## src/hdl/u2bd_pkg.sv

```systemverilog
package u2bd_pkg;

  localparam int VALUE_W  = 64;
  localparam int BASE_MIN = 2;
  localparam int BASE_MAX = 36;
  localparam int BASE_HEX = 16;
  localparam int PREC_NONE = -1;

  typedef struct packed {
    logic [63:0]       value;
    logic [5:0]        base;
    logic signed [7:0] precision;
    logic [6:0]        width;
    logic              zero_pad;
    logic              left_align;
    logic              alt_form;
    logic              upper_case;
    logic              sign_reserved;
    logic [1:0]        prefix_reserved;
    logic              space_reserved;
  } in_t;

  typedef struct packed {
    logic [7:0] character;
    logic       char_valid;
    logic       last;
  } out_t;

  // classified job handed from front to back
  typedef struct packed {
    logic [63:0]       value;
    logic [5:0]        base;
    logic              upper;
    logic              empty_run;
    logic signed [7:0] prec;
    logic              wpad;
    logic [6:0]        wid;
    logic signed [8:0] room;
  } cmd_t;

  typedef enum logic [2:0] {
    B_IDLE,
    B_DIV,
    B_CALC,
    B_EMIT,
    B_BLANK
  } back_state_t;

  // ASCII code of one digit
  function automatic logic [7:0] digit_char(input logic [5:0] d, input logic upper);
    logic [7:0] c;
    if (d < 6'd10) begin
      c = 8'h30 + {2'b00, d};
    end else if (upper) begin
      c = 8'h41 + {2'b00, d} - 8'd10;
    end else begin
      c = 8'h61 + {2'b00, d} - 8'd10;
    end
    return c;
  endfunction

endpackage

```

## src/hdl/u2bd_fifo.sv

```systemverilog
module u2bd_fifo import u2bd_pkg::*; #(
  parameter int W     = 8,
  parameter int DEPTH = 2
) (
  input  logic                         clk,
  input  logic                         rst,
  input  logic                         push,
  input  logic [W-1:0]                 wdata,
  output logic                         full,
  input  logic                         pop,
  output logic [W-1:0]                 rdata,
  output logic                         empty,
  output logic [$clog2(DEPTH+1)-1:0]   count
);
  localparam int PW = (DEPTH > 1) ? $clog2(DEPTH) : 1;
  localparam int CW = $clog2(DEPTH+1);

  logic [W-1:0]  mem [DEPTH];
  logic [PW-1:0] wr_ptr, rd_ptr;
  logic          do_push, do_pop;

  assign full    = (count == CW'(DEPTH));
  assign empty   = (count == '0);
  assign do_push = push && !full;
  assign do_pop  = pop && !empty;
  assign rdata   = mem[rd_ptr];

  // storage
  always_ff @(posedge clk) begin
    if (do_push) begin
      mem[wr_ptr] <= wdata;
    end
  end

  // pointers and fill level
  always_ff @(posedge clk) begin
    if (rst) begin
      wr_ptr <= '0;
      rd_ptr <= '0;
      count  <= '0;
    end else begin
      if (do_push) begin
        wr_ptr <= (wr_ptr == PW'(DEPTH-1)) ? '0 : wr_ptr + 1'b1;
      end
      if (do_pop) begin
        rd_ptr <= (rd_ptr == PW'(DEPTH-1)) ? '0 : rd_ptr + 1'b1;
      end
      count <= count + CW'(do_push) - CW'(do_pop);
    end
  end

endmodule

```

## src/hdl/u2bd_ram.sv

```systemverilog
module u2bd_ram #(
  parameter int WIDTH = 6,
  parameter int DEPTH = 64
) (
  input  logic                     clk,
  input  logic                     we,
  input  logic [$clog2(DEPTH)-1:0] waddr,
  input  logic [WIDTH-1:0]         wdata,
  input  logic [$clog2(DEPTH)-1:0] raddr,
  output logic [WIDTH-1:0]         rdata
);
  logic [WIDTH-1:0] mem [DEPTH];

  always_ff @(posedge clk) begin
    if (we) begin
      mem[waddr] <= wdata;
    end
    rdata <= mem[raddr];
  end

endmodule

```

## src/hdl/u2bd_front.sv

```systemverilog
module u2bd_front import u2bd_pkg::*; #(
  parameter int VALUE_BITS = 64
) (
  input  logic clk,
  input  logic rst,
  input  logic push,
  input  in_t  item,
  output logic full,
  input  logic cmd_pop,
  output cmd_t cmd,
  output logic cmd_empty
);
  localparam logic [63:0] MASK = {64{1'b1}} >> (64 - VALUE_BITS);

  cmd_t            cls;
  logic [63:0]     v;
  logic [$bits(cmd_t)-1:0] cmd_bits;
  logic [1:0]      unused_count;

  // classify the beat
  always_comb begin
    v             = item.value & MASK;
    cls.value     = v;
    cls.upper     = item.upper_case;
    cls.prec      = item.precision;
    cls.wid       = item.width;
    cls.empty_run = (v == '0) && (item.precision == 8'sd0) &&
                    ((item.base == 6'(BASE_HEX)) || !item.alt_form);
    if (item.base < 6'(BASE_MIN)) begin
      cls.base = 6'(BASE_MIN);
    end else if (item.base > 6'(BASE_MAX)) begin
      cls.base = 6'(BASE_MAX);
    end else begin
      cls.base = item.base;
    end
    cls.wpad = (item.precision == 8'(PREC_NONE)) && item.zero_pad && !item.left_align;
    cls.room = $signed({2'b00, item.width}) - $signed({8'd0, item.sign_reserved})
             - $signed({7'd0, item.prefix_reserved}) - $signed({8'd0, item.space_reserved});
  end

  // job queue toward the back end
  u2bd_fifo #(.W($bits(cmd_t)), .DEPTH(2)) u_cmdq (
    .clk   (clk),
    .rst   (rst),
    .push  (push),
    .wdata (cls),
    .full  (full),
    .pop   (cmd_pop),
    .rdata (cmd_bits),
    .empty (cmd_empty),
    .count (unused_count)
  );

  assign cmd = cmd_t'(cmd_bits);

endmodule

```

## src/hdl/u2bd_back.sv

```systemverilog
module u2bd_back import u2bd_pkg::*; #(
  parameter int MAX_CHARS  = 64,
  parameter int VALUE_BITS = 64,
  parameter int OQ_DEPTH   = 4
) (
  input  logic                          clk,
  input  logic                          rst,
  input  cmd_t                          cmd,
  input  logic                          cmd_empty,
  output logic                          cmd_pop,
  input  logic [$clog2(OQ_DEPTH+1)-1:0] oq_count,
  output logic                          oq_push,
  output out_t                          oq_data
);
  localparam int NCH = (VALUE_BITS + 7) / 8;
  localparam int QW  = NCH * 8;
  localparam int CCW = (NCH > 1) ? $clog2(NCH) : 1;
  localparam int LW  = $clog2(VALUE_BITS + 1);
  localparam int CW  = $clog2(MAX_CHARS + 1);
  localparam int AW  = $clog2(MAX_CHARS);

  back_state_t      state, state_next;
  logic [5:0]       base;
  logic             upper;
  logic signed [7:0] prec;
  logic             wpad;
  logic [6:0]       wid;
  logic signed [8:0] room;
  logic [QW-1:0]    quot;
  logic [5:0]       rem;
  logic [CCW-1:0]   ccnt;
  logic [LW-1:0]    len;
  logic [CW-1:0]    p;
  logic             pend_v, pend_ram, pend_last, pend_blank, pend_upper;

  logic             load, div_step, chunk_end, calc, issue, space;
  logic [QW+7:0]    qwide;
  logic [QW-1:0]    qnext;
  logic [5:0]       rnext;
  logic [7:0]       qbits;
  logic [6:0]       trial;
  logic [CW-1:0]    tot_m1;
  int               tot;
  logic [5:0]       rd_digit;

  // one chunk of restoring division, eight quotient bits
  always_comb begin
    rnext = rem;
    qbits = '0;
    trial = '0;
    for (int i = 7; i >= 0; i--) begin
      trial = {rnext, quot[QW-8+i]};
      if (trial >= {1'b0, base}) begin
        rnext    = 6'(trial - {1'b0, base});
        qbits[i] = 1'b1;
      end else begin
        rnext = trial[5:0];
      end
    end
    qwide = {quot, qbits};
    qnext = qwide[QW-1:0];
  end

  assign chunk_end = (ccnt == CCW'(NCH - 1));
  assign space     = (32'(oq_count) + 32'(pend_v)) < OQ_DEPTH;

  // padded length from digit count
  always_comb begin
    tot = int'(len);
    if (int'(len) <= int'(prec)) begin
      tot = int'(prec);
    end else if (int'(len) <= int'(wid) && wpad) begin
      if (int'(room) > int'(len)) begin
        tot = int'(room);
      end
    end
    if (tot > MAX_CHARS) begin
      tot = MAX_CHARS;
    end
    tot_m1 = CW'(tot - 1);
  end

  // next state
  always_comb begin
    state_next = state;
    unique case (state)
      B_IDLE:  if (!cmd_empty) state_next = cmd.empty_run ? B_BLANK : B_DIV;
      B_DIV:   if (chunk_end && qnext == '0) state_next = B_CALC;
      B_CALC:  state_next = B_EMIT;
      B_EMIT:  if (space && p == '0) state_next = B_IDLE;
      B_BLANK: if (space) state_next = B_IDLE;
      default: state_next = B_IDLE;
    endcase
  end

  // state outputs
  always_comb begin
    load     = 1'b0;
    div_step = 1'b0;
    calc     = 1'b0;
    issue    = 1'b0;
    unique case (state)
      B_IDLE:  load = !cmd_empty;
      B_DIV:   div_step = 1'b1;
      B_CALC:  calc = 1'b1;
      B_EMIT:  issue = space;
      B_BLANK: issue = space;
      default: ;
    endcase
  end

  assign cmd_pop = load;

  always_ff @(posedge clk) begin
    if (rst) begin
      state  <= B_IDLE;
      pend_v <= 1'b0;
    end else begin
      state  <= state_next;
      pend_v <= issue;
    end
  end

  // datapath
  always_ff @(posedge clk) begin
    if (load) begin
      base  <= cmd.base;
      upper <= cmd.upper;
      prec  <= cmd.prec;
      wpad  <= cmd.wpad;
      wid   <= cmd.wid;
      room  <= cmd.room;
      quot  <= QW'(cmd.value);
      rem   <= '0;
      ccnt  <= '0;
      len   <= '0;
    end
    if (div_step) begin
      quot <= qnext;
      if (chunk_end) begin
        rem  <= '0;
        ccnt <= '0;
        len  <= len + 1'b1;
      end else begin
        rem  <= rnext;
        ccnt <= ccnt + 1'b1;
      end
    end
    if (calc) begin
      p <= tot_m1;
    end
    if (issue && state == B_EMIT) begin
      p <= p - 1'b1;
    end
    if (issue) begin
      pend_ram   <= (state == B_EMIT) && (32'(p) < 32'(len));
      pend_last  <= (state == B_BLANK) || (p == '0);
      pend_blank <= (state == B_BLANK);
      pend_upper <= upper;
    end
  end

  // digit store, least significant digit at address zero
  u2bd_ram #(.WIDTH(6), .DEPTH(MAX_CHARS)) u_digits (
    .clk   (clk),
    .we    (div_step && chunk_end && (32'(len) < MAX_CHARS)),
    .waddr (AW'(len)),
    .wdata (rnext),
    .raddr (AW'(p)),
    .rdata (rd_digit)
  );

  // result beat
  always_comb begin
    oq_push = pend_v;
    if (pend_blank) begin
      oq_data.character  = '0;
      oq_data.char_valid = 1'b0;
    end else begin
      oq_data.character  = digit_char(pend_ram ? rd_digit : 6'd0, pend_upper);
      oq_data.char_valid = 1'b1;
    end
    oq_data.last = pend_last;
  end

endmodule

```

## src/hdl/unsigned_to_base_digits_padded_top.sv

```systemverilog
// Digits come from the single divider, which takes 8 quotient bits a cycle;
// NCH = ceil(VALUE_BITS/8) eight-bit chunks make up the division for each digit.
// Characters go out one per cycle while the result queue has room; the back end
// handles one item at a time, and the job queue holds further items meanwhile.
// Reset: synchronous active-high rst empties both queues and idles the back end;
// the digit store needs no clearing.
module unsigned_to_base_digits_padded_top import u2bd_pkg::*; #(
  parameter int MAX_CHARS  = 64,
  parameter int VALUE_BITS = 64
) (
  input  logic clk,
  input  logic rst,
  input  logic push,
  output logic full,
  input  in_t  item,
  output logic empty,
  input  logic pop,
  output out_t result
);
  localparam int OQ_DEPTH = 4;

  cmd_t cmd;
  logic cmd_empty, cmd_pop;
  logic oq_push, oq_full;
  out_t oq_data;
  logic [$clog2(OQ_DEPTH+1)-1:0] oq_count;
  logic [$bits(out_t)-1:0] res_bits;

  u2bd_front #(.VALUE_BITS(VALUE_BITS)) u_front (
    .clk       (clk),
    .rst       (rst),
    .push      (push),
    .item      (item),
    .full      (full),
    .cmd_pop   (cmd_pop),
    .cmd       (cmd),
    .cmd_empty (cmd_empty)
  );

  u2bd_back #(
    .MAX_CHARS  (MAX_CHARS),
    .VALUE_BITS (VALUE_BITS),
    .OQ_DEPTH   (OQ_DEPTH)
  ) u_back (
    .clk       (clk),
    .rst       (rst),
    .cmd       (cmd),
    .cmd_empty (cmd_empty),
    .cmd_pop   (cmd_pop),
    .oq_count  (oq_count),
    .oq_push   (oq_push),
    .oq_data   (oq_data)
  );

  // result queue
  u2bd_fifo #(.W($bits(out_t)), .DEPTH(OQ_DEPTH)) u_outq (
    .clk   (clk),
    .rst   (rst),
    .push  (oq_push),
    .wdata (oq_data),
    .full  (oq_full),
    .pop   (pop),
    .rdata (res_bits),
    .empty (empty),
    .count (oq_count)
  );

  assign result = out_t'(res_bits);

  // checks
  a_no_oq_overflow: assert property (@(posedge clk) disable iff (rst)
    !(oq_push && oq_full)) else $error("result queue overflow");

  a_pop_has_job: assert property (@(posedge clk) disable iff (rst)
    cmd_pop |-> !cmd_empty) else $error("job taken from empty queue");

  a_reset_empty: assert property (@(posedge clk)
    rst |=> empty) else $error("results present after reset");

  a_blank_is_last: assert property (@(posedge clk) disable iff (rst)
    (!empty && !result.char_valid) |-> result.last) else $error("blank beat not last");

endmodule

```

## config.mk

```make
export PLATFORM = sky130hd
export DESIGN_NAME = unsigned_to_base_digits_padded_top
export DESIGN_NICKNAME = d
export VERILOG_FILES = /design/src/hdl/u2bd_pkg.sv /design/src/hdl/u2bd_fifo.sv /design/src/hdl/u2bd_ram.sv /design/src/hdl/u2bd_front.sv /design/src/hdl/u2bd_back.sv /design/src/hdl/unsigned_to_base_digits_padded_top.sv
export SDC_FILE = /design/constraint.sdc
export NUM_CORES = 1
export LEC_CHECK = 0
export BUFFER_PORTS_ARGS = -buffer_cell sky130_fd_sc_hd__buf_4
export CORE_UTILIZATION = 50
export CTS_CLUSTER_SIZE = 40
export DETAILED_ROUTE_END_ITERATION = 6
export GPL_ROUTABILITY_DRIVEN = 0
export GPL_TIMING_DRIVEN = 1
export HOLD_SLACK_MARGIN = 0.15
export PLACE_DENSITY = 0.72
export SLEW_MARGIN = 20
export SYNTH_ARGS = -nofsm -noshare
export SYNTH_HDL_FRONTEND = slang
export SYNTH_HIERARCHICAL = 1
export SYNTH_SLANG_ARGS = --single-unit
```

## constraint.sdc

```tcl
create_clock -name clk -period 34 [get_ports clk]
set_clock_uncertainty 0.15 [all_clocks]
set_input_delay 1.7 -clock clk [delete_from_list [all_inputs] [get_ports clk]]
set_output_delay 1.7 -clock clk [all_outputs]
set_load 0.005 [all_outputs]
```

; ---- Yosys cells after proc, flatten, opt, wreduce, memory -nomap -nowiden
; Memories as Yosys holds them, arrays and structs flattened. A register that Yosys moved wholly into a read port is not among the register bits.
; Index checks and enable logic that the tools add are counted.
[totals]
mem_bits_rw = 618
output_inout_bits = 12
n_memories = 3
regBits = 138
in_bits = 97
[op_classes]
eq_ne = 15
order_cmp = 18
addsub = 29
mux = 63
n_reduce_logical = 34
[mem_list]
columns = name, depth, word_bits, read_ports, rd_clocked_by_memory_dff, write_ports, line_no
row1 = u_back.u_digits.mem, 64, 6, 1, 1, 1, u2bd_ram.sv:12  ; logic [WIDTH-1:0] mem [DEPTH];
row2 = u_front.u_cmdq.mem, 2, 97, 1, 1, 1, u2bd_fifo.sv:18  ; logic [W-1:0] mem [DEPTH];
row3 = u_outq.mem, 4, 10, 1, 1, 1, u2bd_fifo.sv:18
[ops]
columns = op, n
row1 = $logic_not 64->1, 2
row2 = $mux 64, 2
row3 = $mux 32, 3
row4 = $mux 6, 14
row5 = $ge 7x6->1, 8
row6 = $sub 6x6->6, 8
row7 = $mux 7, 6
row8 = $gt 32x8->1 const B, 1
row9 = $lt 32x3->1 const B, 1
row10 = $mux 3, 8
row11 = $mux 1, 22
row12 = $add 7x6->8 const A, 2
row13 = $mux 8, 2
row14 = $sub 8x4->8 const B, 2
row15 = $logic_and 1x1->1, 15
row16 = $pmux 3 s5, 1
row17 = $eq 3x3->1 const B, 3
row18 = $gt 9x8->1, 1
row19 = $mux 9, 1
row20 = $sub 9x2->9, 1
row21 = $sub 9x3->9, 1
row22 = $eq 8x1->1 const B, 1
row23 = $le 8x8->1, 1
row24 = $logic_not 8->1, 1
row25 = other kinds (34), 52

; ---- Logic depth before layout (Yosys ltp)
; Gate-level depths: netlist of the first run.
[logic_depth]
word_depth = 20
ltp_mapped = 75
ltp_nobuf = 72

; ---- Hierarchy
; The synthesis of the first run kept the hierarchy.
[modules_own_cells]
columns = mod, n_inst, seq_area_each_um2, cells_each, area_each_um2
row1 = u2bd_ram, 1, 11651.2, 720, 15225.9
row2 = u2bd_back, 1, 3703.6, 1040, 9730.6
row3 = u2bd_fifo at u_front.u_cmdq, 1, 5925.7, 329, 7349.5
row4 = u2bd_fifo at u_outq, 1, 1381.3, 103, 1923.1
row5 = u2bd_front, 1, 0.0, 89, 655.6

; ---- Worst setup path before layout of the first run
; No wires, ideal clock.
[synth_timing]
kind = register to register
startpoint = register u_back.base[1]
endpoint = memory u_back.u_digits.mem[0][2] (data pin)
path_buffers = 4
stages_incl_launch_ff = 73
path_slack_ps = 15149
required_time_ps = 33286
t_arrival_ps = 18137
synth_period_minus_slack_ps = 18851
cell_sequence = edfxtp_1 > inv_1 > ha_1 > a21o_1 > a31oi_1 > o21a_4 > buf_6 > mux2_2 > inv_1 > ha_1 > a2111oi_0 > o21a_1 > clkbuf_1 > nand2_1 > nand2_1 > a21boi_0 > ha_1 > and4_1 > (+37 left out) > o21ai_0 > a21oi_1 > o21ai_0 > a21oi_1 > a211oi_1 > o31a_1 > a21bo_2 > o211ai_1 > a21boi_0 > ha_1 > a21o_1 > a21o_1 > a21o_1 > a21o_1 > a211o_1 > a211o_1 > buf_6 > mux2i_1
[synth_between]
elab_chain_len = 16
elab_cells_between_ends = 24
classes_between = add/sub: 8 / order compare: 8 / mux: 8
[synth_lines]
columns = element, line_no
row1 = from (decl), u2bd_back.sv:23  ; logic [5:0] base;
row2 = from (signal assigned), u2bd_back.sv:127  ; base <= cmd.base;
row3 = $sub 6x6->6 or $ge 7x6->1 (tied branches), "u2bd_back.sv:54, u2bd_back.sv:53"
row4 = $mux 6, u2bd_back.sv:53  ; if (trial >= {1'b0, base}) begin
row5 = $sub 6x6->6 or $ge 7x6->1 (tied branches), "u2bd_back.sv:54, u2bd_back.sv:53"
row6 = $mux 6, u2bd_back.sv:53
row7 = $sub 6x6->6 or $ge 7x6->1 (tied branches), "u2bd_back.sv:54, u2bd_back.sv:53"
row8 = $mux 6, u2bd_back.sv:53
row9 = $sub 6x6->6 or $ge 7x6->1 (tied branches), "u2bd_back.sv:54, u2bd_back.sv:53"
row10 = $mux 6, u2bd_back.sv:53
row11 = $sub 6x6->6 or $ge 7x6->1 (tied branches), "u2bd_back.sv:54, u2bd_back.sv:53"
row12 = $mux 6, u2bd_back.sv:53
row13 = $ge 7x6->1 or $sub 6x6->6 (tied branches), "u2bd_back.sv:53, u2bd_back.sv:54"
row14 = $mux 6, u2bd_back.sv:53
row15 = $sub 6x6->6 or $ge 7x6->1 (tied branches), "u2bd_back.sv:54, u2bd_back.sv:53"
row16 = $mux 6, u2bd_back.sv:53
row17 = $sub 6x6->6 or $ge 7x6->1 (tied branches), "u2bd_back.sv:54, u2bd_back.sv:53"
row18 = $mux 6 *, u2bd_back.sv:53
row19 = net u_back.rnext[2], u2bd_back.sv:39  ; logic [5:0] rnext;
row20 = to (decl), u2bd_ram.sv:12
; Mark *: on every way through the listed nets, which the timed path passes. The rest lies on a longest branch.

; ---- Worst setup path after layout of the first run
[layout_timing]
startpoint = register u_back.base[1]
endpoint = memory u_back.u_digits.mem[544][0] (netlist: u_back/u_digits/mem[17][0]) (data pin)
[layout_between]
elab_chain_len = 16
elab_cells_between_ends = 23
classes_between = add/sub: 7 / order compare: 8 / mux: 8
[layout_lines]
columns = element, line_no
row1 = $sub 6x6->6 or $ge 7x6->1 (tied branches), "u2bd_back.sv:54, u2bd_back.sv:53"
row2 = $mux 6, u2bd_back.sv:53
row3 = $sub 6x6->6 or $ge 7x6->1 (tied branches), "u2bd_back.sv:54, u2bd_back.sv:53"
row4 = $mux 6, u2bd_back.sv:53
row5 = $sub 6x6->6 or $ge 7x6->1 (tied branches), "u2bd_back.sv:54, u2bd_back.sv:53"
row6 = $mux 6, u2bd_back.sv:53
row7 = $sub 6x6->6 or $ge 7x6->1 (tied branches), "u2bd_back.sv:54, u2bd_back.sv:53"
row8 = $mux 6, u2bd_back.sv:53
row9 = $sub 6x6->6 or $ge 7x6->1 (tied branches), "u2bd_back.sv:54, u2bd_back.sv:53"
row10 = $mux 6, u2bd_back.sv:53
row11 = $ge 7x6->1 or $sub 6x6->6 (tied branches), "u2bd_back.sv:53, u2bd_back.sv:54"
row12 = $mux 6, u2bd_back.sv:53
row13 = $sub 6x6->6 or $ge 7x6->1 (tied branches), "u2bd_back.sv:54, u2bd_back.sv:53"
row14 = $mux 6, u2bd_back.sv:53
row15 = $ge 7x6->1 *, u2bd_back.sv:53
row16 = $mux 6 *, u2bd_back.sv:53
row17 = net u_back.rnext[0], u2bd_back.sv:39
; Marked as above.

==> run metrics, run 1 <==
status=finished clean; CTS hold repair buffers=0; cell occurring most often along the worst timing path=sky130_fd_sc_hd__ha_1; Critical Path Slowest Stage Cell=sky130_fd_sc_hd__a2111oi_1; die footprint=~70000 sq um; R2R Path End=u_back/u_digits/mem[17][0]; ANT nets after route=0; Hold Path Depth=0; type of destination of the critical path=flip-flop; number of sinks driven by the clock tree=approximately 770; Routed WL per cell=roughly 22 um; endpoint required time on the critical path=34130 ps; Inserted Clock Buffers=79; clock tree root driver cell=sky130_fd_sc_hd__clkbuf_16; clock latency at the later pin of the worst-skew pair=630 ps; DP HPWL=around 50000 um; buffers inserted during post-CTS setup optimization=0; total of buffers placed on input and output ports=between 100 and 150; data arrival time of the critical path=20750 ps; final sum of negative setup slack=0 ps; layout cell share with drive strength beyond 1=0.2071; global routing's busiest layer=met2; number of nets produced by synthesis=approximately 2500; setup slack of the worst register-to-register path=~13000 ps; initial core utilization=0.5068; peak clock frequency supported by timing=roughly 48 MHz; number of design-rule violations left by the first detailed-router iteration=around 1800; die boundary width=about 270 um; clock period minus final worst setup slack=between 20000 and 25000 ps; count of vias placed by the detailed router=~20000; Final Hold Vio Count=0; worst rel slew slack=0.2855; actual transition at the worst max-transition pin=1069 ps; setup violation total in the final timing report=0; clock tree from TritonCTS=done; most common library cell in the layout ignoring fill and taps=sky130_fd_sc_hd__edfxtp_1; row count=96; Top Ports=roughly 110; number of diodes added for antenna fixing=0; CTS resizes=0; synthesized cell area=34880 sq um; number of max-slew violations in the final report=0; met1 Track Usage GR=0.2827; setup repair after global routing missed its margin=no; maximum number of pins on one net before global-route repair=78; CP Class=flip-flop to flip-flop; met3 global-route usage=0.03336; first-pass GRT wire length=117200 um; Warnings, synthesis=6; startpoint types=flip-flop; H-Tree Depth=3; total overflow reported by the global router=0; vias in the first global route=between 20000 and 25000; worst-path fanout max=64; CTS max path bufs=3; Synth-to-Final Area Change=12.09%; Initial DRT Pass Iterations=6; hold crit path type=flip-flop to flip-flop; startpoint of the worst register-to-register path=u_back/base[1]; GRT Util Overall=0.2156; slowest cell delay on critical path=roughly 900 ps; remaining routing DRC violations=0; number of cells traversed by the worst register-to-register path=between 60 and 70; mean cell area of the mapped netlist=15.30 sq um; max-capacitance violation count=0; drt total wl=between 70000 and 80000 um; hold-critical path endpoint=u_back/pend_upper; post-synthesis cell count=2280; met2 demand-to-capacity share in global routing=0.3621; antenna violations before repair=2; Hold Path Origin=u_back/upper; area of the core=just under 70000 sq um; clock input transition at the sequential cells of the worst setup and hold paths=roughly 70 ps; share of the core filled with cells=0.5681; share of the clock period used by the worst path after layout=0.6065; highest-count cells in the layout ignoring fill and taps=sky130_fd_sc_hd__edfxtp_1 (734), sky130_fd_sc_hd__nand2_1 (239), sky130_fd_sc_hd__nor2_1 (131); vertical die dimension=about 270 um; average vias per placed instance=about 5.9; nets=2606
worst max path at each step:
stage,endpoint,from,slack (ps),cells past startpoint
floorplan,u_back/u_digits/mem[0][2],u_back/base[1],15150,72
global placement,u_back/u_digits/mem[10][3],u_back/base[1],14440,67
detailed placement,u_back/u_digits/mem[12][3],u_back/base[1],13510,67
CTS,u_back/u_digits/mem[50][3],u_back/base[1],13440,67
global route,u_back/u_digits/mem[17][0],u_back/base[1],11810,68
finish,u_back/u_digits/mem[17][0],u_back/base[1],13380,68
per-stage QoR:
step                instance area, sq um  std cells  worst slack, ps  hold WS (ps)
floorplan                          34880       2280            15150         250.3
global placement                   36540       3251            14440         282.0
detailed placement                 36550       3251            13510         275.8
CTS                                39090       3393            13440         281.1
global route                       39100       3393            11810         299.9
finish                             39100       3393            13380         284.9
layer usage:
| metal | vias to the layer above | wire, um |
|---|---|---|
| met5 | - | 27 |
| met4 | 4 | 2532 |
| met3 | 155 | 4647 |
| li1 | 9098 | - |
| met1 | 10120 | 31310 |
| met2 | 706 | 37500 |
final cells by class:
cell class,instances,area [sq um]
clock buffers,101,2112
inverters,89,336.6
repair buffers,126,945.9
clock inverters,41,425.4
fillers,5245,29730
well taps,931,1165
multi-input cells,1340,11450
flip-flops and latches,765,22670
worst max-delay path: cells and delay by family (launching register included):
family | cells | cell delay (ps)
AO/OA/AOI/OAI | 39 | 11020
adder cells (fa/ha/maj) | 8 | 2450
buffers and inverters | 5 | 1090
flip-flops | 1 | 690
multiplexers | 5 | 1880
AND/OR/NAND/NOR | 11 | 2870
sequential cells by signal, indices dropped and copies added, names as in the netlist, 6 cells and up, named ones only:
name                   count
u_back/u_digits/mem      384
u_back/rem                 6
u_back/p                   7
u_back/u_digits/rdata      6
u_back/len                 7
u_back/quot               64
u_back/prec                8
u_back/room                9
u_back/base                6
u_front/u_cmdq/mem       194
u_outq/mem                40
u_back/wid                 7
Power of run 1 is left out: the tool's default activity adds up to more than one toggle a clock period on the data nets, which glitch-free logic cannot reach.
==> run 2: changes to the inputs <==
--- a/config.mk
+++ b/config.mk
@@ -5,6 +5,7 @@
 export SDC_FILE = /design/constraint.sdc
 export NUM_CORES = 1
 export LEC_CHECK = 0
+export ABC_AREA = 1
 export BUFFER_PORTS_ARGS = -buffer_cell sky130_fd_sc_hd__buf_4
 export CORE_UTILIZATION = 50
 export CTS_CLUSTER_SIZE = 40
@@ -12,7 +13,7 @@
 export GPL_ROUTABILITY_DRIVEN = 0
 export GPL_TIMING_DRIVEN = 1
 export HOLD_SLACK_MARGIN = 0.15
-export PLACE_DENSITY = 0.72
+export PLACE_DENSITY = 0.75
 export SLEW_MARGIN = 20
 export SYNTH_ARGS = -nofsm -noshare
 export SYNTH_HDL_FRONTEND = slang
==> constraint.sdc (replaced) <==
create_clock -name clk -period 18.2 [get_ports clk]
set_clock_uncertainty 0.15 [all_clocks]
set_input_delay 0.91 -clock clk [delete_from_list [all_inputs] [get_ports clk]]
set_output_delay 0.91 -clock clk [all_outputs]
set_load 0.005 [all_outputs]
==> run 2 against run 1 <==
Compared with the run above:
- worst hold slack improved by 29 ps
- critical path depth rose by 9
- global-route usage fell by 0.35 points
- flip-flop and latch count did not move
- core utilization fell by 0.58 points
- critical endpoint is now u_back/u_digits/mem[54][3]
- highest routed layer is now met4
==> run metrics, run 2 <==
WHS=313.7 ps (+28.85 ps); setup violation total in the final timing report=0 (unchanged); remaining routing DRC violations=0 (unchanged); worst-path fanout max=64 (unchanged); number of nets produced by synthesis=3357 (+35%); flip-flop count of the largest register after layout=384 (unchanged); Critical Path Slowest Stage Cell=sky130_fd_sc_hd__clkinv_2; most common library cell in the layout ignoring fill and taps=sky130_fd_sc_hd__nand2_1; area of the core=69910 sq um (+1.6%); Final Hold Vio Count=0 (unchanged); H-Tree Depth=3 (unchanged); status=finished clean; clock tree root driver cell=sky130_fd_sc_hd__clkbuf_16; Inserted Clock Buffers=79 (unchanged); die footprint=71590 sq um (+1.1%); clock tree from TritonCTS=done; cell area after layout=39300 sq um (+0.53%); share of the clock period used by the worst path after layout=0.8757 (+0.2692); vias in the first global route=22570 (+8.7%); Top Ports=109 (unchanged); ANT nets after route=0 (unchanged); total of buffers placed on input and output ports=108 (unchanged); initial core utilization=0.5044 (-0.002378); PnR worst setup slack=2263 ps (-11120 ps); worst setup timing slack at the placement stage=2802 ps (-10710 ps); die boundary width=267.6 um (+0.54%); CP Class=flip-flop to flip-flop; post-synthesis cell count=3152 (+38%); Synth-to-Final Area Change=11.46%; nets=3443 (+32%); Routed WL per cell=17.76 um (-21%); endpoint required time on the critical path=18090 ps (-16040 ps); actual transition at the worst max-transition pin=1104 ps (+34.83 ps); highest-count cells in the layout ignoring fill and taps=sky130_fd_sc_hd__nand2_1 (840), sky130_fd_sc_hd__edfxtp_1 (734), sky130_fd_sc_hd__nand3_1 (391); Warnings, synthesis=6 (unchanged); CTS resizes=0 (unchanged); clock period minus final worst setup slack=15940 ps (-4682 ps); type of destination of the critical path=flip-flop; GRT Util Overall=0.2121 (-0.003458); slowest cell delay on critical path=710 ps (-190 ps); DP HPWL=47330 um (-5.1%); total overflow reported by the global router=0 (unchanged); vertical die dimension=267.6 um (+0.54%); setup repair after global routing missed its margin=no; number of max-slew violations in the final report=0 (unchanged); average vias per placed instance=5.494 (-7.2%); CTS hold repair buffers=0 (unchanged); peak clock frequency supported by timing=62.75 MHz (+29%); antenna violations before repair=0 (-2); number of design-rule violations left by the first detailed-router iteration=2015 (+13%); met1 Track Usage GR=0.2729 (-0.009819); startpoint types=flip-flop; mean cell area of the mapped netlist=11.19 sq um (-27%); drt total wl=75280 um (-0.96%); met2 demand-to-capacity share in global routing=0.3551 (-0.007086); data arrival time of the critical path=15820 ps (-4930 ps); Largest regs=u_back/u_digits/mem: 384 flops, u_front/u_cmdq/mem: 194 flops, u_back/quot: 64 flops; row count=97 (+1.0%); maximum number of pins on one net before global-route repair=193 (+150%); number of diodes added for antenna fixing=0 (unchanged); register bank with the most flops=u_back/u_digits/mem; count of vias placed by the detailed router=23290 (+16%); layout cell share with drive strength beyond 1=0.1291 (-0.07806); first-pass GRT wire length=119200 um (+1.7%); buffers inserted during post-CTS setup optimization=0 (unchanged); final sum of negative setup slack=0 ps (unchanged); met3 global-route usage=0.03567 (+0.002311); worst rel slew slack=0.2641 (-0.02142); clock input transition at the sequential cells of the worst setup and hold paths=60 ps (about the same); CTS max path bufs=3 (unchanged); max-capacitance violation count=0 (unchanged); number of sinks driven by the clock tree=765 (unchanged); Post-DP Area=36810 sq um (+0.71%); synthesized cell area=35260 sq um (+1.1%); setup slack of the worst register-to-register path=2260 ps (-11120 ps); global routing's busiest layer=met2; Initial DRT Pass Iterations=6 (unchanged); clock latency at the later pin of the worst-skew pair=640 ps (about the same); hold crit path type=input port to flip-flop
-- run 2: through the flow --
step / utilization / cells
floorplan: - / 3152
global placement: 0.5262 / 4096
detailed placement: 0.5265 / 4096
CTS: 0.5616 / 4239
global route: 0.5622 / 4240
finish: 0.5622 / 4240
-- run 2: final timing paths --
check | from | endpoint | cells after the start
setup / recovery | u_back/base[1] | u_back/u_digits/mem[54][3] | 77
setup reg to reg | u_back/base[1] | u_back/u_digits/mem[54][3] | 77
hold reg to reg | u_front/u_cmdq/rd_ptr | u_front/u_cmdq/rd_ptr | 2
hold / removal | item[76] | u_front/u_cmdq/mem[0][80] | 1
-- run 2: layout make-up --
class / count / area [sq um]
fillers: 5741 / 30600
flip-flops and latches: 765 / 22670
multi-input cells: 2038 / 11150
clock buffers: 98 / 2091
well taps: 940 / 1176
repair buffers: 129 / 1001
inverters: 225 / 855.8
clock inverters: 45 / 362.8
-- run 2: critical path, delay by kind of cell, from the launching register on --
family,cells,cell delay [ps]
compound gates,31,6330
simple gates,28,3310
fa+ha+maj,8,2770
buf+inv,10,2040
flops,1,620
-- run 2: routing by layer --
layer	up-vias	routed length (um)
li1	11150	-
met1	11040	30550
met2	897	36710
met3	202	5271
met4	0	2757
met5	-	0
Power of run 2 is left out for the same reason.
